<file path="config.mk">
export PLATFORM = sky130hd
export DESIGN_NAME = lstt_cell
export DESIGN_NICKNAME = d
export VERILOG_FILES = /design/src/rtl/lstt_pkg.sv /design/src/rtl/lstt_cell.sv
export SDC_FILE = /design/constraint.sdc
export NUM_CORES = 1
export LEC_CHECK = 0
export BUFFER_PORTS_ARGS = -buffer_cell sky130_fd_sc_hd__buf_4
export CORE_AREA = 2 2 229 231
export CTS_BUF_LIST = sky130_fd_sc_hd__clkbuf_4 sky130_fd_sc_hd__clkbuf_8
export DETAILED_ROUTE_END_ITERATION = 10
export DIE_AREA = 0 0 231 233
export GPL_TIMING_DRIVEN = 1
export PLACE_DENSITY_LB_ADDON = 0.2
export SYNTH_ARGS = -nofsm -noshare
export SYNTH_HDL_FRONTEND = slang
export SYNTH_SLANG_ARGS = --single-unit
</file>
<file path="constraint.sdc">
create_clock -name clk -period 6.1 [get_ports clk]
set_clock_uncertainty 0.1 [all_clocks]
set_input_delay 1.22 -clock clk [delete_from_list [all_inputs] [get_ports clk]]
set_output_delay 1.22 -clock clk [all_outputs]
set_load 0.05 [all_outputs]
</file>
<file path="src/rtl/lstt_pkg.sv">
`timescale 1ns / 1ps
// ----------------------------------------------------------------------------
// lstt_pkg
// Shared types, codes and helpers of the latency statistics and trace table.
// ----------------------------------------------------------------------------
package lstt_pkg;

	localparam int DATA_W = 64;
	localparam int OUT_IDX_W = 3;
	// number of return addresses folded into the path hash (one to four)
	localparam int PATH_DEPTH = 4;
	localparam logic [DATA_W-1:0] ALL_ONES = '1;

	typedef enum logic [1:0] {
		KIND_SAMPLE = 2'd0,
		KIND_CLEAR  = 2'd1,
		KIND_READ   = 2'd2,
		KIND_NOP    = 2'd3
	} kind_t;

	typedef enum logic [2:0] {
		ST_IDLE,
		ST_PREP,
		ST_HASH,
		ST_LAUNCH,
		ST_SCAN,
		ST_DONE
	} st_t;

	// search packet that walks the slot chain
	typedef struct packed {
		logic              valid;
		logic              hit;
		logic [DATA_W-1:0] hash;
		logic [DATA_W-1:0] min_hits;
		logic [DATA_W-1:0] hit_hits;
	} pkt_t;

	// slot update broadcast to every cell
	typedef struct packed {
		logic              wr;
		logic              clr;
		logic              hit;
		logic [DATA_W-1:0] hash;
	} upd_t;

	function automatic logic [DATA_W-1:0] sat_inc(input logic [DATA_W-1:0] x);
		return (x == ALL_ONES) ? x : x + DATA_W'(1);
	endfunction

endpackage

</file>
<file path="src/rtl/lstt_cell.sv">
`timescale 1ns / 1ps
// ----------------------------------------------------------------------------
// lstt_cell
// One trace slot: holds hash and hit count, checks the passing search packet
// against its slot and passes the packet on to the next cell through a register.
// ----------------------------------------------------------------------------
module lstt_cell
	import lstt_pkg::*;
#(
	parameter int IDX_W = 3,
	parameter int CELL_ID = 0
) (
	input  logic             clk,
	input  logic             arst_n,
	input  pkt_t             left_pkt,
	input  logic [IDX_W-1:0] left_idx,
	output pkt_t             right_pkt,
	output logic [IDX_W-1:0] right_idx,
	input  upd_t             upd,
	input  logic [IDX_W-1:0] upd_idx,
	output logic [DATA_W-1:0] hits,
	output logic [DATA_W-1:0] hash
);

	localparam logic [IDX_W-1:0] MY_IDX = IDX_W'(CELL_ID);

	logic [DATA_W-1:0] hits_q;
	logic [DATA_W-1:0] hash_q;
	logic              valid_q;
	pkt_t              pkt_q;
	logic [IDX_W-1:0]  idx_q;
	pkt_t              nxt_pkt;
	logic [IDX_W-1:0]  nxt_idx;

	always_comb begin
		nxt_pkt = left_pkt;
		nxt_idx = left_idx;
		if (!left_pkt.hit) begin
			if (hits_q != '0 && hash_q == left_pkt.hash) begin
				nxt_pkt.hit = 1'b1;
				nxt_pkt.hit_hits = hits_q;
				nxt_idx = MY_IDX;
			end else if (hits_q < left_pkt.min_hits) begin
				nxt_pkt.min_hits = hits_q;
				nxt_idx = MY_IDX;
			end
		end
	end

	always_ff @(posedge clk or negedge arst_n) begin
		if (!arst_n) begin
			valid_q <= 1'b0;
		end else begin
			valid_q <= left_pkt.valid;
		end
	end

	always_ff @(posedge clk) begin
		pkt_q <= nxt_pkt;
		idx_q <= nxt_idx;
	end

	always_comb begin
		right_pkt = pkt_q;
		right_pkt.valid = valid_q;
	end
	assign right_idx = idx_q;

	// slot contents
	always_ff @(posedge clk or negedge arst_n) begin
		if (!arst_n) begin
			hits_q <= '0;
			hash_q <= '0;
		end else if (upd.clr) begin
			hits_q <= '0;
			hash_q <= '0;
		end else if (upd.wr && upd_idx == MY_IDX) begin
			if (upd.hit) begin
				hits_q <= sat_inc(hits_q);
			end else begin
				hits_q <= DATA_W'(1);
				hash_q <= upd.hash;
			end
		end
	end

	assign hits = hits_q;
	assign hash = hash_q;

endmodule

</file>
==> results.sh, run 1 <==
export IMPL_syn_inst=1343
export IMPL_synth_nets=1677
export IMPL_synth_ff_type="dfxtp_1"
export IMPL_grt_max_degree=94
export IMPL_clk_latency_ps=670
export IMPL_grt_pass1_wl_mm=78.7
export IMPL_clock_fmax_ghz=0.249
export IMPL_synth_top_cell_area_share=0.280
export IMPL_min_path_type="reg -> reg"
export IMPL_antenna_found_initial=7
export IMPL_clock_path_buffers=3
export IMPL_clk_pin_slew_ps=60
export IMPL_synth_avg_cell_area_um2=10.4
export IMPL_drtAntennaViolNets=0
export IMPL_setup_viol=0
export IMPL_finalSetupTns_ps=0
export IMPL_dr_wl_met3_mm=3.88
export IMPL_rows=83
export IMPL_vdd_drop_max_v=0.000186
export IMPL_power_frac_seq=0.404
export IMPL_p_sw_mw=1.74
export IMPL_die_area_um2=53800
export IMPL_cts_root_buffer="clkbuf_8"
export IMPL_finalCriticalPeriod_ps=4010
export IMPL_ios=594
export IMPL_h_tree_depth=2
export IMPL_ys_top_cells_by_area="dfxtp_1, dfrtp_1, mux2_2"
export IMPL_drc_errors=0
export IMPL_ys_types=51
export IMPL_tightestPinTransition_ps=1310
export IMPL_dp_hpwl_mm=41.5
export IMPL_wl_per_cell_um=20.4
export IMPL_swShare=0.300
export IMPL_gp_congestion=0.888
export IMPL_critical_path_max_stage_delay_ps=1030
export IMPL_min_period_over_period=0.658
export IMPL_place_ws_ps=1270
export IMPL_setup_slack_ps=2090
export IMPL_crit_type="in -> reg"
export IMPL_grt_pass1_vias=12400
export IMPL_cts_tree="yes"
export IMPL_viasPerCell=4.62
export IMPL_grt_total_usage=0.195
export IMPL_die_y_um=233
export IMPL_yosysWarnings=0
export IMPL_ys_ff_latch=325
export IMPL_comb_power_share=0.184
export IMPL_p_clk_frac=0.412
export IMPL_routed_wl_met2_mm=27.8
export IMPL_crit_path_max_fanout=64
export IMPL_yosys_area_top_type="dfxtp_1"
export IMPL_grt_setup_unrepaired="false"
export IMPL_synth_edf_count=0
export IMPL_synthTopCellsByCount="dfxtp_1, nand2_1, dfrtp_1"
export IMPL_cp_required_ps=6540
export IMPL_powerDensity_nw_per_um2=281
export IMPL_coreArea_um2=51100
export IMPL_start_util=0.274
export IMPL_yosysSeqAreaShare=0.511
export IMPL_numCtsBuffers=59
export IMPL_postCtsSetupBuffers=0
export IMPL_async_flop_share=0.397
export IMPL_hold_buffers=0
export IMPL_drv_cap=0
export IMPL_arrival_ps=4450
export IMPL_leakage_nw=9.91
export IMPL_area_growth_syn_to_layout_pct=46.8
export IMPL_whs_ps=408
export IMPL_cts_resized=0
export IMPL_highest_layer="met5"
export IMPL_syn_area_um2=14000
export IMPL_drt_iter0_markers=586
export IMPL_hold_viol=0
export IMPL_crit_path_end_kind="register"
export IMPL_p_int_mw=4.05
export IMPL_synth_most_common_cell="dfxtp_1"
export IMPL_io_buffers=593
export IMPL_nets=2274
export IMPL_overflow=0
export IMPL_drive_gt1_frac=0.426
export IMPL_cts_sinks=325
export IMPL_drt_total_wl_mm=54.5
export IMPL_firstDrtPassIters=4
export IMPL_drt_met1_wl_mm=21.2
export IMPL_die_w_um=231
export IMPL_num_vias=12400
export IMPL_critical_path_cell_chain="buf_4 -> inv_1 -> ha_1 -> a21oi_1 -> o21ai_0 -> a221oi_1 -> o211ai_1 -> a21oi_1 -> and4b_4 -> mux2_2"
export IMPL_max_slew_margin=0.119
export IMPL_slew_viol_final=0
export IMPL_cp_start_kind="primary input"
export IMPL_status="completed"
export IMPL_cpMostUsedCell="a21oi_1"
export IMPL_cpMaxStageDelayCell="and4b_4"
-- cells by family (layout without fill, tap and decap cells) --
kind of cell    Yosys count  in the layout  synth area share
simple gates            497            497             0.187
flops                   325            325             0.511
buf+inv                 136            783            0.0372
mux                     129            129             0.103
xor+xnor                114            114            0.0713
compound gates           77             77            0.0329
fa+ha+maj                65             65            0.0581
other cells               0              6                 0
-- layout by cell type, fill, tap and decap left out, types with 33 or more instances in the layout --
| cell | Yosys | final |
|---|---|---|
| buf_4 | 1 | 596 |
| nand3b_1 | 64 | 64 |
| mux2_2 | 125 | 125 |
| nand4_1 | 57 | 57 |
| a21oi_1 | 33 | 33 |
| ha_1 | 65 | 65 |
| nor2_1 | 61 | 60 |
| nand2_1 | 170 | 170 |
| clkbuf_8 | 0 | 80 |
| inv_1 | 73 | 73 |
| dfrtp_1 | 129 | 129 |
| xnor2_1 | 94 | 94 |
| dfxtp_1 | 196 | 196 |
-- worst max-delay path: cells and delay by family --
| family | cells | cell delay [ps] |
|---|---|---|
| AO/OA/AOI/OAI | 5 | 1280 |
| adder cells (fa/ha/maj) | 1 | 300 |
| buffers and inverters | 2 | 110 |
| multiplexers | 1 | 420 |
| AND/OR/NAND/NOR | 1 | 1030 |
-- per-layer routing --
metal	vias up	global-route usage
met5	-	0
met4	2	0.0754
met3	89	0.0505
met2	447	0.345
met1	5986	0.223
li1	5839	-
-- worst paths after layout --
| path | start | end | slack (ps) | depth (start not counted) |
|---|---|---|---|---|
| setup / recovery | left_pkt[97] | right_pkt[122]$_DFF_P_ | 2090 | 10 |
| hold reg to reg | hash[22]$_DFFE_PN0P_ | hash[22]$_DFFE_PN0P_ | 410 | 2 |
| max in group asynchronous | arst_n | valid_q$_DFF_PN0_ | 4130 | 2 |
| min in group asynchronous | arst_n | hash[52]$_DFFE_PN0P_ | 490 | 1 |
| setup reg to reg | hits[38]$_DFFE_PN0P_ | right_pkt[122]$_DFF_P_ | 2130 | 7 |
| hold / removal | hash[22]$_DFFE_PN0P_ | hash[22]$_DFFE_PN0P_ | 410 | 2 |
-- power groups by stage --
stage | clock, mW | combinational (mW) | sequential, mW
after global placement | 0 | 1.07 | 2.38
after floorplan | 0 | 0.221 | 2.77
after detailed placement | 0 | 1.08 | 2.38
after CTS | 2.46 | 1.08 | 2.34
final | 2.38 | 1.06 | 2.34
after global routing | 2.53 | 1.12 | 2.35
-- per-stage QoR --
stage	power [mW]	std cells	utilization	cell area [µm²]
after global routing	6.00	2675	0.403	20600
after floorplan	2.99	1343	-	14000
after detailed placement	3.46	2559	0.375	19200
after CTS	5.87	2670	0.402	20600
final	5.78	2676	0.403	20600
after global placement	3.45	2559	0.375	19200
-- sequential cells by signal (all words and copies together) (netlist names) --
name / flops
right_pkt: 193
hash: 64
hits: 64
right_idx: 3
valid_q: 1
-- area by class of cell --
class	count	area, µm²
repair buffers	599	4530
inverters	73	274
flip-flops and latches	325	7150
well taps	680	851
fillers	5164	30500
multi-input cells	882	6370
diodes	6	15.0
clock inverters	12	144
clock buffers	99	1240
Power figures use the tool's default switching activity.
==> inputs of run 2 (changes only) <==
==> constraint.sdc (replaced) <==
create_clock -name clk -period 3.3 [get_ports clk]
set_clock_uncertainty 0.1 [all_clocks]
set_input_delay 0.66 -clock clk [delete_from_list [all_inputs] [get_ports clk]]
set_output_delay 0.66 -clock clk [all_outputs]
set_load 0.05 [all_outputs]
==> results.sh, run 2 (synthesis results as in run 1) <==
export IMPL_grt_pass1_vias=13400
export IMPL_clock_fmax_ghz=0.311
export IMPL_num_vias=12900
export IMPL_ios=594
export IMPL_min_period_over_period=0.974
export IMPL_drive_gt1_frac=0.438
export IMPL_fill_cells=4990
export IMPL_finalPower_mw=10.6
export IMPL_min_path_type="in -> reg"
export IMPL_rr_endpoint="right_pkt[125]$_DFF_P_"
export IMPL_final_area_um2=21900
export IMPL_rr_startpoint="hits[35]$_DFFE_PN0P_"
export IMPL_rrSetupSlack_ps=180
export IMPL_firstDrtPassIters=4
export IMPL_drv_cap=0
export IMPL_setup_viol=0
export IMPL_tightestPinTransition_ps=832
export IMPL_gp_congestion=0.888
export IMPL_io_buffers=593
export IMPL_cp_start_kind="primary input"
export IMPL_cp_required_ps=3730
export IMPL_final_cell_mix="buf_4, dfxtp_1, nand2_1, dfrtp_1, mux2_2"
export IMPL_slew_viol_final=0
export IMPL_grt_pass1_wl_mm=82.0
export IMPL_grt_total_usage=0.202
export IMPL_drc_errors=0
export IMPL_overflow=0
export IMPL_grt_max_degree=79
export IMPL_numCtsBuffers=60
export IMPL_cts_root_buffer="clkbuf_8"
export IMPL_hold_viol=0
export IMPL_crit_path_end_kind="register"
export IMPL_die_w_um=231
export IMPL_coreArea_um2=51100
export IMPL_h_tree_depth=2
export IMPL_vdd_drop_max_v=0.000290
export IMPL_viasPerCell=4.57
export IMPL_area_growth_syn_to_layout_pct=56.3
export IMPL_rr_worst_depth=11
export IMPL_grt_setup_unrepaired="true"
export IMPL_die_area_um2=53800
export IMPL_powerDensity_nw_per_um2=484
export IMPL_start_util=0.274
export IMPL_largest_reg_flops=193
export IMPL_clock_path_buffers=3
export IMPL_clk_pin_slew_ps=60
export IMPL_drt_total_wl_mm=56.1
export IMPL_final_common_cell="buf_4"
export IMPL_die_y_um=233
export IMPL_leakage_nw=10.6
export IMPL_wl_per_cell_um=19.8
export IMPL_fin_util=0.429
export IMPL_placed_cells=2645
export IMPL_clk_latency_ps=660
export IMPL_antenna_found_initial=9
export IMPL_drtAntennaViolNets=0
export IMPL_cts_sinks=325
export IMPL_crit_path_max_fanout=32
export IMPL_fin_cells=2829
export IMPL_finalCriticalPeriod_ps=3210
export IMPL_nets=2426
export IMPL_register_area_um2=7160
export IMPL_place_area_um2=19900
export IMPL_max_slew_margin=0.445
export IMPL_crit_end="right_pkt[62]$_DFF_P_"
export IMPL_arrival_ps=3650
export IMPL_rows=83
export IMPL_multi_input_area_um2=6390
export IMPL_status="completed"
export IMPL_drt_iter0_markers=524
export IMPL_dp_hpwl_mm=42.7
export IMPL_crit_type="in -> reg"
export IMPL_cts_tree="yes"
export IMPL_crit_start="left_pkt[169]"
==> run 2: cell types whose count changed in the layout (fill, tap and decap cells not counted), moves of 5 or more <==
cell           delta
clkbuf_4          +7
buf_4            +81
buf_12            +5
dlygate4sd3_1    +65
==> run 2: critical path, cell delays in order <==
cell and delay, ps:
dlygate4sd3_1 560, buf_4 150, xnor2_1 140, nand4_1 190, nor4_4 400, buf_4 170, nand4_1 140, buf_4 200
nor3_2 180, buf_4 220, buf_12 210, mux2_2 380
==> run 2: cell type report <==
type,count,share of cell area
timing repair buffer,750,0.269
tap,680,0.0389
clock buffer,103,0.0573
antenna,8,0.000914
multi-input combinational,882,0.292
inverter,73,0.0125
sequential,325,0.327
clock inverter,8,0.00331
==> run 2: report_power, final <==
| group | switching [mW] | internal [mW] | total (mW) |
|---|---|---|---|
| sequential | 0.149 | 4.17 | 4.32 |
| combinational | 1.29 | 0.783 | 2.08 |
| clock | 1.77 | 2.45 | 4.22 |
==> run 2: per-layer routing <==
| metal | up-vias | track usage | routed length, µm |
|---|---|---|---|
| met1 | 6153 | 0.226 | 21900 |
| met5 | - | 0 | 8 |
| met4 | 2 | 0.0913 | 2000 |
| met3 | 98 | 0.0554 | 4210 |
| li1 | 6166 | - | - |
| met2 | 502 | 0.356 | 28000 |
==> run 2: worst min-delay path by stage <==
| stage | depth (start not counted) | start | to |
|---|---|---|---|
| 4_1_cts | 1 | left_pkt[191] | right_pkt[191]$_DFF_P_ |
| 6_report | 1 | left_pkt[191] | right_pkt[191]$_DFF_P_ |
| 3_5_place_dp | 2 | hash[14]$_DFFE_PN0P_ | hash[14]$_DFFE_PN0P_ |
| 3_3_place_gp | 2 | hash[22]$_DFFE_PN0P_ | hash[22]$_DFFE_PN0P_ |
| 2_1_floorplan | 0 | arst_n | hash[0]$_DFFE_PN0P_ |
| 5_1_grt | 1 | left_pkt[191] | right_pkt[191]$_DFF_P_ |
==> run 2: per-stage QoR <==
step / hold slack, ps / setup slack (ps) / TNS [ps]
6_report: 78.1 / 86.8 / 0
5_1_grt: 16.2 / -31.7 / -264
4_1_cts: 4.27 / 5.03 / 0
3_5_place_dp: 411 / -355 / -36050
3_3_place_gp: 401 / -369 / -34260
2_1_floorplan: 264 / 9.68 / 0
==> run 2: repair_timing <==
action	in CTS	in global routing
endpoints found under the hold margin	134	0
hold buffers	65	0
gates resized for setup	1	4
pin swaps	0	2
buffers inserted	0	0
setup endpoints to repair	1	121
==> inputs of run 3 (changes only) <==
--- a/config.mk
+++ b/config.mk
@@ -10,8 +10,10 @@
 export CTS_BUF_LIST = sky130_fd_sc_hd__clkbuf_4 sky130_fd_sc_hd__clkbuf_8
 export DETAILED_ROUTE_END_ITERATION = 10
 export DIE_AREA = 0 0 231 233
+export GPL_ROUTABILITY_DRIVEN = 0
 export GPL_TIMING_DRIVEN = 1
-export PLACE_DENSITY_LB_ADDON = 0.2
+export PLACE_DENSITY_LB_ADDON = 0.12
+export RECOVER_POWER = 50
 export SYNTH_ARGS = -nofsm -noshare
 export SYNTH_HDL_FRONTEND = slang
 export SYNTH_SLANG_ARGS = --single-unit
==> results.sh, run 3 (synthesis results as in run 1) <==
export IMPL_status="complete, but fails checks"
export IMPL_violations="capacitance limit, slew limit"
export IMPL_min_period_over_period=0.955
export IMPL_nets=2426
export IMPL_finalCriticalPeriod_ps=3150
export IMPL_fin_util=0.411
export IMPL_cts_sinks=325
export IMPL_crit_path_end_kind="register"
export IMPL_fin_cells=2826
export IMPL_ios=594
export IMPL_cts_root_buffer="clkbuf_8"
export IMPL_hp_start="left_pkt[183]"
export IMPL_start_util=0.274
export IMPL_coreArea_um2=51100
export IMPL_met2_usage=0.355
export IMPL_rrSetupSlack_ps=150
export IMPL_grt_pass1_vias=13400
export IMPL_io_buffers=593
export IMPL_min_path_type="in -> reg"
export IMPL_powerDensity_nw_per_um2=494
export IMPL_dp_hpwl_mm=43.1
export IMPL_setup_viol=0
export IMPL_grt_busiest_layer="met2"
export IMPL_drv_cap=1
export IMPL_finalPower_mw=10.4
export IMPL_wl_per_cell_um=19.9
export IMPL_die_w_um=231
export IMPL_h_tree_depth=2
export IMPL_grt_pass1_wl_mm=82.7
export IMPL_firstDrtPassIters=4
export IMPL_use_met3=0.0531
export IMPL_placed_cells=2657
export IMPL_leakage_nw=9.79
export IMPL_rr_startpoint="hits[19]$_DFFE_PN0P_"
export IMPL_die_area_um2=53800
export IMPL_whs_ps=115
export IMPL_drt_total_wl_mm=56.2
export IMPL_hold_viol=0
export IMPL_area_growth_syn_to_layout_pct=49.7
export IMPL_cts_tree="yes"
export IMPL_setup_slack_ps=148
export IMPL_viasPerCell=4.54
export IMPL_grt_max_degree=80
export IMPL_grt_total_usage=0.202
export IMPL_final_cell_mix="buf_4, clkbuf_1, dfxtp_1, nand2_1, dfrtp_1"
export IMPL_numCtsBuffers=59
export IMPL_tightestPinTransition_ps=2180
export IMPL_clk_latency_ps=660
export IMPL_num_vias=12800
export IMPL_drive_gt1_frac=0.338
export IMPL_min_to="right_pkt[183]$_DFF_P_"
export IMPL_rows=83
export IMPL_final_common_cell="buf_4"
export IMPL_grtUsageMet1=0.235
export IMPL_overflow=0
export IMPL_cp_start_kind="register"
export IMPL_clock_path_buffers=3
export IMPL_grt_setup_unrepaired="false"
export IMPL_arrival_ps=3620
export IMPL_clock_fmax_ghz=0.317
export IMPL_drt_iter0_markers=468
export IMPL_slew_viol_final=76
export IMPL_antenna_found_initial=6
export IMPL_largest_reg_flops=193
export IMPL_clk_pin_slew_ps=60
export IMPL_drtAntennaViolNets=0
export IMPL_die_y_um=233
export IMPL_drc_errors=0
export IMPL_rr_worst_depth=7
export IMPL_max_slew_margin=-0.452
export IMPL_place_ws_ps=-197
export IMPL_postCtsSetupBuffers=0
export IMPL_crit_type="reg -> reg"
export IMPL_rr_endpoint="hits[43]$_DFFE_PN0P_"
export IMPL_hold_depth=1
export IMPL_vdd_drop_max_v=0.000307
export IMPL_cp_required_ps=3770
export IMPL_crit_path_max_fanout=6
==> run 3: cell count changes in the layout (fill, tap and decap cells not counted), moves of 3 or more <==
| cell | delta |
|---|---|
| diode_2 | -4 |
| clkbuf_8 | -3 |
| buf_4 | -225 |
| clkbuf_1 | +225 |
| clkbuf_4 | +15 |
| dlygate4sd3_1 | -11 |
| nor4_2 | +3 |
==> run 3: stage by stage <==
step / area [µm²] / TNS (ps)
2_1_floorplan: 14000 / 0
3_3_place_gp: 20000 / -15570
3_5_place_dp: 20000 / -18840
4_1_cts: 21800 / 0
5_1_grt: 21000 / 0
6_report: 21000 / 0
==> run 3: worst max-delay path by stage <==
stage,startpoint,slack (ps),end,cells after the start
final,hits[19]$_DFFE_PN0P_,150,hits[43]$_DFFE_PN0P_,7
after global routing,hits[56]$_DFFE_PN0P_,10,right_pkt[119]$_DFF_P_,9
after CTS,left_pkt[143],8,right_idx[1]$_DFF_P_,13
after detailed placement,left_pkt[150],-200,right_idx[0]$_DFF_P_,12
after global placement,left_pkt[150],-180,right_idx[2]$_DFF_P_,12
after floorplan,hits[19]$_DFFE_PN0P_,10,right_pkt[125]$_DFF_P_,9
==> run 3: timing repair <==
| item | 4_1_cts | 5_1_grt |
|---|---|---|
| hold endpoints to repair | 127 | 0 |
| hold buffers | 54 | 0 |
| endpoints found under the setup margin | 0 | 127 |
| gates resized for setup | 0 | 4 |
==> run 3: routing by layer <==
metal  vias to the layer above  part of all wire
met3                        87             0.069
li1                       6153                 -
met2                       453              0.50
met1                      6133              0.40
met5                         -           0.00044
met4                         4             0.026
==> run 3: power by group <==
group          internal [mW]  switching [mW]
Clock                   2.36            1.76
Sequential              4.17           0.137
Combinational          0.655            1.29
Total                   7.18            3.19
==> run 3: cell type report <==
cell class	count	area [µm²]
timing repair buffer	751	5020
fill	5332	30100
clock buffer	105	1250
inverter	73	274
tap	680	851
sequential	325	7150
clock inverter	6	36.3
multi-input combinational	882	6380
antenna	4	10.0
==> run 3: worst max-delay path, stage by stage (launching register included) <==
cell	delay, ps
dfrtp_1	490
and3_1	250
nand2b_1	70
or4_1	650
or3_4	460
or4_4	550
or3_1	320
a21oi_1	170
